===== src/rtl/hsl_saturation_set_core_assert.svh =====
// Assertion macros for the saturation-set core.
// Included by the top level; depends on nothing else.
`ifndef HSL_SATURATION_SET_CORE_ASSERT_SVH
`define HSL_SATURATION_SET_CORE_ASSERT_SVH

// Implication checked on every rising clock edge, off during reset.
`define HSS_ASSERT_IMP(label, clk, rst_n, ante, cons) \
    label: assert property (@(posedge clk) disable iff (!rst_n) (ante) |-> (cons)) \
        else $error("assertion failed");

// Next-cycle implication.
`define HSS_ASSERT_NEXT(label, clk, rst_n, ante, cons) \
    label: assert property (@(posedge clk) disable iff (!rst_n) (ante) |=> (cons)) \
        else $error("assertion failed");

`endif


===== src/rtl/hss_pkg.sv =====
// Shared constants and types for the saturation-set core.
// No dependencies.
package hss_pkg;
    localparam int unsigned HueFracBits = 12;
    localparam int unsigned HueW        = HueFracBits + 3;
    localparam int unsigned DivSteps    = HueFracBits + 1;
    localparam int unsigned Stages      = DivSteps + 5;
    localparam logic [8:0]  SatReset    = 9'd256;

    typedef struct packed {
        logic [7:0] alpha;
        logic       frame_end;
    } t_side;
endpackage


===== src/rtl/hsl_saturation_set_core.sv =====
// Saturation-set core: RGBA pixel in, RGBA pixel out with the HSL saturation
// replaced by a programmed level. Channels use valid/ready.
//
// Uses hss_pkg and the assertion macro header.
// One transaction per clock sustained while the receiver does not stall. The
// pipeline is the input stage and the restoring hue divider (integer bit
// first, then one fraction bit per stage), followed by the chroma multiply,
// the blend multiply, the channel sum and the output register.
// Every stage advances when the output register is free or being emptied,
// so a receiver stall holds the whole pipeline without losing or repeating a
// transaction; i_ready falls whenever the output register holds a stalled
// transaction.
// Reset clears all valid bits and sets the saturation level to 1.0 (256).
// Write the level only while the pipe is empty; values above 256 act as 256.
// Alpha and the end-of-frame mark ride along unchanged.
// The red, green and blue results are floor values clamped to 0..255.
module hsl_saturation_set_core (
    input  logic       i_clk,
    input  logic       i_rst_n,
    input  logic       i_cfg_we,
    input  logic [8:0] i_cfg_wdata,
    input  logic       i_valid,
    output logic       i_ready,
    input  logic [7:0] i_red_in,
    input  logic [7:0] i_green_in,
    input  logic [7:0] i_blue_in,
    input  logic [7:0] i_alpha_in,
    input  logic       i_frame_end_in,
    output logic       o_valid,
    input  logic       o_ready,
    output logic [7:0] o_red_out,
    output logic [7:0] o_green_out,
    output logic [7:0] o_blue_out,
    output logic [7:0] o_alpha_out,
    output logic       o_frame_end_out
);
    import hss_pkg::*;
`include "hsl_saturation_set_core_assert.svh"

    localparam int unsigned FB = HueFracBits;

    logic       adv;
    logic [8:0] r_sat;
    logic [8:0] sat_eff;

    assign adv     = !o_valid || o_ready;
    assign i_ready = adv;
    assign sat_eff = r_sat[8] ? SatReset : r_sat;

    always_ff @(posedge i_clk) begin
        if (!i_rst_n) begin
            r_sat <= SatReset;
        end else if (i_cfg_we) begin
            r_sat <= i_cfg_wdata;
        end
    end

    // Stage 0: max/min/sextant selection
    logic         r_v0;
    logic [8:0]   r_l2_0;
    logic [7:0]   r_dlt_0;
    logic [7:0]   r_n_0;
    logic         r_neg_0;
    logic [2:0]   r_base_0;
    t_side        r_sd_0;

    logic [7:0] cmax, cmin, nmag;
    logic [8:0] ndiff;
    logic [2:0] base;
    always_comb begin
        cmax = (i_red_in > i_green_in) ? i_red_in : i_green_in;
        if (i_blue_in > cmax) cmax = i_blue_in;
        cmin = (i_red_in < i_green_in) ? i_red_in : i_green_in;
        if (i_blue_in < cmin) cmin = i_blue_in;
        if (cmax == i_red_in) begin
            ndiff = {1'b0, i_green_in} - {1'b0, i_blue_in};
            base  = 3'd0;
        end else if (cmax == i_green_in) begin
            ndiff = {1'b0, i_blue_in} - {1'b0, i_red_in};
            base  = 3'd2;
        end else begin
            ndiff = {1'b0, i_red_in} - {1'b0, i_green_in};
            base  = 3'd4;
        end
        nmag = ndiff[8] ? 8'(-ndiff) : ndiff[7:0];
    end

    always_ff @(posedge i_clk) begin
        if (!i_rst_n) begin
            r_v0 <= 1'b0;
        end else if (adv) begin
            r_v0 <= i_valid;
        end
    end
    always_ff @(posedge i_clk) begin
        if (adv) begin
            r_l2_0   <= {1'b0, cmax} + {1'b0, cmin};
            r_dlt_0  <= cmax - cmin;
            r_n_0    <= nmag;
            r_neg_0  <= ndiff[8];
            r_base_0 <= base;
            r_sd_0   <= '{alpha: i_alpha_in, frame_end: i_frame_end_in};
        end
    end

    // Restoring divider: (n << FB) / delta, one quotient bit per stage.
    // n <= delta, so the quotient fits in FB + 1 bits; steps run MSB first.
    logic [DivSteps-1:0] r_dv;
    logic [8:0]          r_rem [DivSteps];
    logic [FB:0]         r_q   [DivSteps];
    logic [7:0]          r_dd  [DivSteps];
    logic                r_dng [DivSteps];
    logic [2:0]          r_dbs [DivSteps];
    logic [8:0]          r_dl2 [DivSteps];
    t_side               r_dsd [DivSteps];

    always_ff @(posedge i_clk) begin
        if (!i_rst_n) begin
            r_dv <= '0;
        end else if (adv) begin
            r_dv <= {r_dv[DivSteps-2:0], r_v0};
        end
    end

    // First divider stage takes the integer bit (set when n equals delta).
    logic take0;
    assign take0 = (r_dlt_0 != 8'd0) && (r_n_0 >= r_dlt_0);
    always_ff @(posedge i_clk) begin
        if (adv) begin
            r_rem[0] <= take0 ? {1'b0, r_n_0 - r_dlt_0} : {1'b0, r_n_0};
            r_q[0]   <= {{FB{1'b0}}, take0};
            r_dd[0]  <= r_dlt_0;
            r_dng[0] <= r_neg_0;
            r_dbs[0] <= r_base_0;
            r_dl2[0] <= r_l2_0;
            r_dsd[0] <= r_sd_0;
        end
    end

    for (genvar k = 1; k < DivSteps; k++) begin : g_div
        logic [9:0] trial;
        logic       take;
        assign trial = {r_rem[k-1], 1'b0} - {2'b0, r_dd[k-1]};
        assign take  = !trial[9] && (r_dd[k-1] != 8'd0);
        always_ff @(posedge i_clk) begin
            if (adv) begin
                r_rem[k] <= take ? trial[8:0] : {r_rem[k-1][7:0], 1'b0};
                r_q[k]   <= {r_q[k-1][FB-1:0], take};
                r_dd[k]  <= r_dd[k-1];
                r_dng[k] <= r_dng[k-1];
                r_dbs[k] <= r_dbs[k-1];
                r_dl2[k] <= r_dl2[k-1];
                r_dsd[k] <= r_dsd[k-1];
            end
        end
    end

    // Stage H: hue assembly and chroma a*s
    localparam int unsigned L = DivSteps - 1;
    logic              r_vh;
    logic [HueW-1:0]   r_hue_h;
    logic [16:0]       r_cs_h;
    logic [8:0]        r_l2_h;
    t_side             r_sd_h;

    logic [HueW-1:0] hue_c;
    logic [HueW:0]   hsum;
    logic [8:0]      a_c, dl;
    always_comb begin
        hsum = '0;
        if (r_dd[L] == 8'd0) begin
            hue_c = '0;
        end else begin
            if (!r_dng[L]) begin
                hsum = {1'b0, r_dbs[L], {FB{1'b0}}} + {3'b0, r_q[L]};
            end else if (r_dbs[L] == 3'd0) begin
                hsum = {1'b0, 3'd6, {FB{1'b0}}} - {3'b0, r_q[L]};
            end else begin
                hsum = {1'b0, r_dbs[L], {FB{1'b0}}} - {3'b0, r_q[L]};
            end
            hue_c = (hsum[HueW-1 -: 3] >= 3'd6) ? '0 : hsum[HueW-1:0];
        end
        dl  = (r_dl2[L] >= 9'd255) ? r_dl2[L] - 9'd255 : 9'd255 - r_dl2[L];
        a_c = 9'd255 - dl;
    end
    always_ff @(posedge i_clk) begin
        if (!i_rst_n) begin
            r_vh <= 1'b0;
        end else if (adv) begin
            r_vh <= r_dv[DivSteps-1];
        end
    end
    always_ff @(posedge i_clk) begin
        if (adv) begin
            r_hue_h <= hue_c;
            r_cs_h  <= 17'(a_c[7:0] * sat_eff);
            r_l2_h  <= r_dl2[L];
            r_sd_h  <= r_dsd[L];
        end
    end

    // Stage X: xd = cs * w
    logic             r_vx;
    logic [2:0]       r_sx_x;
    logic [16:0]      r_cs_x;
    logic [17+FB-1:0] r_xd_x;
    logic [8:0]       r_l2_x;
    t_side            r_sd_x;

    logic [FB:0] tfr, w_c;
    always_comb begin
        tfr = {r_hue_h[FB], r_hue_h[FB-1:0]};
        // t in [0,2): w = 1 - |t - 1|
        w_c = tfr[FB] ? ({1'b1, {FB{1'b0}}} - {1'b0, tfr[FB-1:0]})
                      : {1'b0, tfr[FB-1:0]};
    end
    always_ff @(posedge i_clk) begin
        if (!i_rst_n) begin
            r_vx <= 1'b0;
        end else if (adv) begin
            r_vx <= r_vh;
        end
    end
    always_ff @(posedge i_clk) begin
        if (adv) begin
            r_sx_x <= r_hue_h[HueW-1 -: 3];
            r_cs_x <= r_cs_h;
            r_xd_x <= (17+FB)'(r_cs_h * w_c);
            r_l2_x <= r_l2_h;
            r_sd_x <= r_sd_h;
        end
    end

    // Stage C: channel numerators 2*c + l2*D - cd, then floor by 2D and clamp
    localparam int unsigned NW = 9 + 8 + FB + 3;
    logic             r_vc;
    logic [NW-1:0]    r_nr_c, r_ng_c, r_nb_c;
    t_side            r_sd_c;

    logic [NW-1:0] cdw, xdw, md, pr, pg, pb;
    always_comb begin
        cdw = NW'({r_cs_x, {FB{1'b0}}});
        xdw = NW'(r_xd_x);
        md  = NW'({r_l2_x, {(8 + FB){1'b0}}}) - cdw;
        case (r_sx_x)
            3'd0: begin pr = cdw; pg = xdw; pb = '0;  end
            3'd1: begin pr = xdw; pg = cdw; pb = '0;  end
            3'd2: begin pr = '0;  pg = cdw; pb = xdw; end
            3'd3: begin pr = '0;  pg = xdw; pb = cdw; end
            3'd4: begin pr = xdw; pg = '0;  pb = cdw; end
            default: begin pr = cdw; pg = '0; pb = xdw; end
        endcase
    end
    always_ff @(posedge i_clk) begin
        if (!i_rst_n) begin
            r_vc <= 1'b0;
        end else if (adv) begin
            r_vc <= r_vx;
        end
    end
    always_ff @(posedge i_clk) begin
        if (adv) begin
            r_nr_c <= {pr[NW-2:0], 1'b0} + md;
            r_ng_c <= {pg[NW-2:0], 1'b0} + md;
            r_nb_c <= {pb[NW-2:0], 1'b0} + md;
            r_sd_c <= r_sd_x;
        end
    end

    // md can be negative; sign is the top bit. Divide by 2D = 2^(9+FB).
    function automatic logic [7:0] clamp_ch(input logic [NW-1:0] v);
        logic [NW-1:0] q;
        q = v >> (9 + FB);
        if (v[NW-1]) begin
            return 8'd0;
        end else if (q > NW'(255)) begin
            return 8'd255;
        end else begin
            return q[7:0];
        end
    endfunction

    logic r_vo;
    always_ff @(posedge i_clk) begin
        if (!i_rst_n) begin
            r_vo <= 1'b0;
        end else if (adv) begin
            r_vo <= r_vc;
        end
    end
    always_ff @(posedge i_clk) begin
        if (adv) begin
            o_red_out       <= clamp_ch(r_nr_c);
            o_green_out     <= clamp_ch(r_ng_c);
            o_blue_out      <= clamp_ch(r_nb_c);
            o_alpha_out     <= r_sd_c.alpha;
            o_frame_end_out <= r_sd_c.frame_end;
        end
    end
    assign o_valid = r_vo;

    `HSS_ASSERT_NEXT(a_stall_holds, i_clk, i_rst_n, o_valid && !o_ready, o_valid && $stable(o_red_out))
    `HSS_ASSERT_IMP(a_ready_rule, i_clk, i_rst_n, !i_ready, o_valid)
    `HSS_ASSERT_NEXT(a_pipe_moves, i_clk, i_rst_n, adv && r_vc, o_valid)
endmodule


===== config.mk =====
export PLATFORM = sky130hd
export DESIGN_NAME = hsl_saturation_set_core
export DESIGN_NICKNAME = d
export VERILOG_FILES = /design/src/rtl/hss_pkg.sv /design/src/rtl/hsl_saturation_set_core.sv
export VERILOG_INCLUDE_DIRS = /design/src /design/src/rtl
export SDC_FILE = /design/constraint.sdc
export NUM_CORES = 2
export LEC_CHECK = 0
export ABC_AREA = 1
export BUFFER_PORTS_ARGS = -buffer_cell sky130_fd_sc_hd__buf_2
export CORE_MARGIN = 5
export CORE_UTILIZATION = 39
export DETAILED_ROUTE_END_ITERATION = 12
export GPL_TIMING_DRIVEN = 0
export HOLD_SLACK_MARGIN = 0.15
export MAX_ROUTING_LAYER = met4
export PLACE_DENSITY = 0.59
export SLEW_MARGIN = 5
export SYNTH_ARGS = -nofsm -noshare
export SYNTH_HDL_FRONTEND = slang
export SYNTH_SLANG_ARGS = --single-unit
export TNS_END_PERCENT = 5

===== constraint.sdc =====
create_clock -name i_clk -period 89.1 [get_ports i_clk]
set_clock_uncertainty 0.1 [all_clocks]
set_input_delay 17.82 -clock i_clk [delete_from_list [all_inputs] [get_ports i_clk]]
set_output_delay 17.82 -clock i_clk [all_outputs]
set_load 0.02 [all_outputs]

Yosys cells after proc, flatten, opt, wreduce, memory -nomap -nowiden. Memories as Yosys holds them, arrays and structs flattened. A register that Yosys moved wholly into a read port is not among the register bits. Cells that the tools add are included.

Flip-flop bits (word level): 311. Memory bits (writable): 676. Input bits: 47. Output and inout bits: 35. Word-level logic and storage cells: 173. Memories kept: 7.

Add/sub/neg operators: 30. $mul: 2. Order comparisons: 10. Equality and inequality tests: 6. Muxes and demuxes: 35. Reductions and logical operators: 50.

Memory list: r_q (depth 13, width 13, read ports 13, clocked after memory_dff 0, wr ports 13, RTL line hsl_saturation_set_core.sv:110) `logic [FB:0] r_q [DivSteps];`; r_dl2 (depth 13, width 9, read ports 13, clocked after memory_dff 0, wr ports 13, RTL line hsl_saturation_set_core.sv:114) `logic [8:0] r_dl2 [DivSteps];`; r_dsd (depth 13, width 9, read ports 13, clocked after memory_dff 1, wr ports 13, RTL line hsl_saturation_set_core.sv:115) `t_side r_dsd [DivSteps];`; r_rem (depth 13, width 9, read ports 12, clocked after memory_dff 0, wr ports 13, RTL line hsl_saturation_set_core.sv:109) `logic [8:0] r_rem [DivSteps];`; r_dd (depth 13, width 8, read ports 13, clocked after memory_dff 0, wr ports 13, RTL line hsl_saturation_set_core.sv:111) `logic [7:0] r_dd [DivSteps];`; r_dbs (depth 13, width 3, read ports 13, clocked after memory_dff 0, wr ports 13, RTL line hsl_saturation_set_core.sv:113) `logic [2:0] r_dbs [DivSteps];`; +1 memories.

Operators with widths (count): 29-bit case mux with 2 select lines (3); 9-bit two-way mux (15); 10-bit by 8-bit subtractor with 10-bit output (12); 8-bit nonzero test (13); 32-bit adder (3); 8-bit two-way mux (10); 15-bit two-way mux (3); 11-bit by 8-bit > comparator with 1-bit output, second input constant (3); 29-bit by 29-bit subtractor with 30-bit output (1); 17-bit by 13-bit multiplier with 29-bit output (1); 8-bit by 8-bit subtractor with 9-bit output (3); 8-bit by 9-bit multiplier with 17-bit output (1); 8-bit == test (2); 8-bit > comparator (2); 8-bit less-than comparator (2); 8-bit subtractor (2); 8-bit subtractor, first input constant (2); 15-bit by 13-bit adder with 15-bit output (1); 15-bit by 13-bit subtractor with 15-bit output (1); 15-bit by 13-bit subtractor with 15-bit output, first input constant (1); 2-bit OR reduction (7); 1-bit logical AND (13); 1-bit logical NOT (13); 13-bit two-way mux (1); other kinds (15) (18).

Depth between registers and ports, before layout.
Word-level depth: 9. Depth in mapped cells: 39. Mapped depth without buffers: 38.

Worst setup path after synthesis. OpenSTA, ideal clock, no wires.

Path type: input to output. Start point: input o_ready. End point: output i_ready. Arrival: 39.330 ns. Required time: 71.180 ns. Setup slack: 31.850 ns. Cell stages on the path: 3. Buffers on the path: 1. Cells stage by stage: nor2_1 > clkinv_1 > clkbuf_1.

Longest elaborated chain between the ends: 1.

Ends and longest elaborated chain: start, declared (RTL line hsl_saturation_set_core.sv:30) `input logic o_ready,`; 1-bit logical OR (RTL line hsl_saturation_set_core.sv:46) `assign adv = !o_valid || o_ready;`; end, declared (RTL line hsl_saturation_set_core.sv:23) `output logic i_ready,`.

Every way passes these cells.

Worst setup path in the final report. Ends and elaborated chain as after synthesis.

==> flow_metrics.py <==
metrics = {
    "run_status": {
        "status": "complete, no violations",
    },
    "final_layout": {
        "final_layout_size_suffix_gt1_frac": 0.0663,
        "mostFrequentLayoutCell": "edfxtp_1",
        "layout-area-overhead-vs-synth_pct": 12.6,
        "diodes_inserted": 0,
        "layout.cells.most_common_list": "edfxtp_1, inv_1, nand2_1, nor2_1, ha_1",
        "nets": 4856,
    },
    "synthesis": {
        "synth.cell_area_mm2": 0.0452,
        "synth_enable_flop_cells": 779,
        "yosysWarningCount": 0,
        "yosys.cell_types.count": 52,
        "synth_top_flop_cell": "edfxtp_1",
        "synth_seq_area_share": 0.529,
        "synthCells": 4085,
        "synth_async_sr_flop_share": 0,
        "postSynthRegisterBits": 806,
        "post_synth.cell_area_avg_um2": 11.1,
        "postSynthNetCount": 4673,
    },
    "worst_setup_path": {
        "worstSetupEndpointType": "primary output",
        "crit_path_start_kind": "input port",
        "worstPathRequired_ns": 71.18,
        "timing.critical_path.mode_cell": "buf_16",
        "max_stage_delay_ns": 0.56,
        "cp.arrival_ns": 20.50,
        "timing_worst_setup_path_type": "in2out",
        "worstPathCellList": "buf_2 > nor2_1 > clkinv_1 > clkbuf_4 > buf_16 > buf_16 > buf_16 > buf_2",
        "regToRegSetupSlack_ns": 81.12,
        "timing.critical_path.slowest_stage_cell": "clkbuf_4",
        "critPathMaxFanout": 62,
    },
    "routing": {
        "routed_len_inst_um": 14.4,
        "wl_um": 84400,
        "drc_errors": 0,
        "drtPass1Iterations": 5,
        "initial_drc_count": 1624,
        "drt.antenna.violating_nets": 0,
        "vias_per_cell": 4.80,
        "dr_total_vias": 28163,
    },
    "global_route": {
        "grt_antenna_before_repair": 0,
        "grt_pass1_wl_um": 139000,
        "grt_most_used_layer": "met2",
        "grt_use_met1": 0.174,
        "grt_max_degree": 68,
        "grt.met2_usage": 0.244,
        "grt_pass1_vias": 28261,
        "groute.layer.met3.usage": 0.0210,
        "globalRouteOverflowTotal": 0,
        "groute.usage.overall": 0.142,
    },
    "floorplan": {
        "dieHeight_um": 351,
        "initial_core_util": 0.391,
        "top_level_ports": 82,
        "rows": 125,
        "core_area_mm2": 0.116,
        "total_die_area_mm2": 0.123,
        "die_width_um": 351,
    },
    "cts": {
        "ctsLongestPathBuffers": 3,
        "clock-sinks": 806,
        "cts_tree": "done",
        "cts_root_buf": "clkbuf_16",
        "insertion_delay_ns": 0.66,
        "cts_hold_buf": 0,
        "cts.reportedPaths.clkPinSlew_ns": 0.06,
        "clock_tree.htree_level_count": 3,
        "cts_made_buffers": 88,
        "post-cts-setup-buffers": 0,
        "cts_repair_resize_count": 0,
    },
    "sta": {
        "final_period_minus_worst_setup_slack_ns": 38.42,
        "worst_slew_margin_relative_to_its_limit": 0.409,
        "total_count_of_max_transition_violations_in_the_final_report": 0,
        "fin_setup_tns_ns": 0,
        "fmax_ghz": 0.0260,
        "setup_viol": 0,
        "rsz0062_at_grt": "no",
        "fin_crit_sh": 0.431,
        "fin_ws_ns": 50.68,
        "worstMarginPinSlew_ns": 0.883,
        "finalHoldViolations": 0,
    },
    "hold_path": {
        "timing.hold.worst.class": "reg2reg",
    },
    "placed_design": {
        "io_buffer_count": 81,
        "dpl.hpwl_um": 63400,
        "dpl_worst_slack_ns": 50.66,
        "finalWeightedCongestion": 0.885,
    },
    "flow_run": {
        "cap_violations": 0,
    },
}
## kinds of logic (layout without fill, tap and decap cells)
| family | Yosys count | count (layout) | share of synthesized area |
|---|---|---|---|
| AND/OR/NAND/NOR | 1156 | 1156 | 0.105 |
| adder cells (fa/ha/maj) | 541 | 541 | 0.186 |
| flip-flops | 806 | 806 | 0.529 |
| buffers and inverters | 768 | 1026 | 0.0645 |
| AO/OA/AOI/OAI | 597 | 597 | 0.0725 |
| XOR/XNOR | 217 | 217 | 0.0420 |
## metrics by stage
step	utilization	hold slack, ns	instance area, um2	cells
4_1_cts	0.440	0.283	50900	5867
3_5_place_dp	0.414	0.305	47900	5702
3_3_place_gp	0.411	0.300	47600	5690
5_1_grt	0.440	0.298	50900	5867
2_1_floorplan	-	0.300	45200	4085
6_report	0.440	0.292	50900	5867
## cells in the mapped netlist, types with 9 or more instances
| master | count | share of area |
|---|---|---|
| inv_1 | 690 | 0.057 |
| o211ai_1 | 9 | 0.0015 |
| o31ai_1 | 11 | 0.0018 |
| nand4_1 | 10 | 0.0014 |
| nor2_1 | 336 | 0.028 |
| edfxtp_1 | 779 | 0.52 |
| nand2_2 | 19 | 0.0026 |
| o22ai_1 | 51 | 0.0071 |
| nor3_1 | 24 | 0.0027 |
| xor2_1 | 145 | 0.028 |
| nand3_2 | 9 | 0.0020 |
| ha_1 | 319 | 0.088 |
| nand2_1 | 607 | 0.050 |
| o21ai_0 | 216 | 0.024 |
| dfxtp_1 | 27 | 0.012 |
| o21a_1 | 9 | 0.0015 |
| fa_1 | 222 | 0.098 |
| a21oi_1 | 236 | 0.026 |
| clkbuf_1 | 52 | 0.0043 |
| a211oi_1 | 14 | 0.0023 |
| xnor2_1 | 72 | 0.014 |
| nand3_1 | 109 | 0.012 |
| nor4_1 | 20 | 0.0028 |
| o21bai_1 | 24 | 0.0040 |
## worst max-delay path: cells and delay by family
family	cells	cell delay, ns
and+or+nand+nor	1	0.46
buffers and inverters	7	2.14
## registers in the layout, summed over array words and instances (netlist names), 11 cells and up
name and flops:
r_rem 107, r_dl2 104, r_dv 13, r_q 91, r_xd_x 18, r_dbs 26
r_ng_c 11, r_dd 104, r_nr_c 11, r_dsd 117, r_dng 13, r_cs_x 17
r_hue_h 15, r_nb_c 11, r_cs_h 17
## area by class of cell
type | instances | area [um2]
Sequential cell | 806 | 23900
Clock buffer | 104 | 2290
Tap cell | 1524 | 1910
Timing Repair Buffer | 93 | 736
Inverter | 703 | 2640
Fill cell | 10878 | 64800
Multi-Input combinational cell | 2511 | 18400
Clock inverter | 61 | 749
Buffer | 65 | 284
## worst paths after layout
check / depth (start not counted) / start / end
worst max-delay path: 8 / o_ready / i_ready
worst min-delay path: 0 / r_dl2[10][1]$_DFFE_PP_ / r_dl2[11][1]$_DFFE_PP_
worst max register to register: 31 / r_hue_h[0]$_SDFFCE_PP0P_ / r_xd_x[27]$_DFFE_PP_
worst min register to register: 0 / r_dl2[10][1]$_DFFE_PP_ / r_dl2[11][1]$_DFFE_PP_
## per-layer routing
metal | wire length, um | up-vias
li1 | - | 14050
met3 | 3080 | 156
met5 | 0 | -
met1 | 36900 | 13473
met2 | 41900 | 484
met4 | 2620 | 0
Power is left out: the tool's default activity adds up to more than one toggle a clock period on the data nets, which glitch-free logic cannot reach.
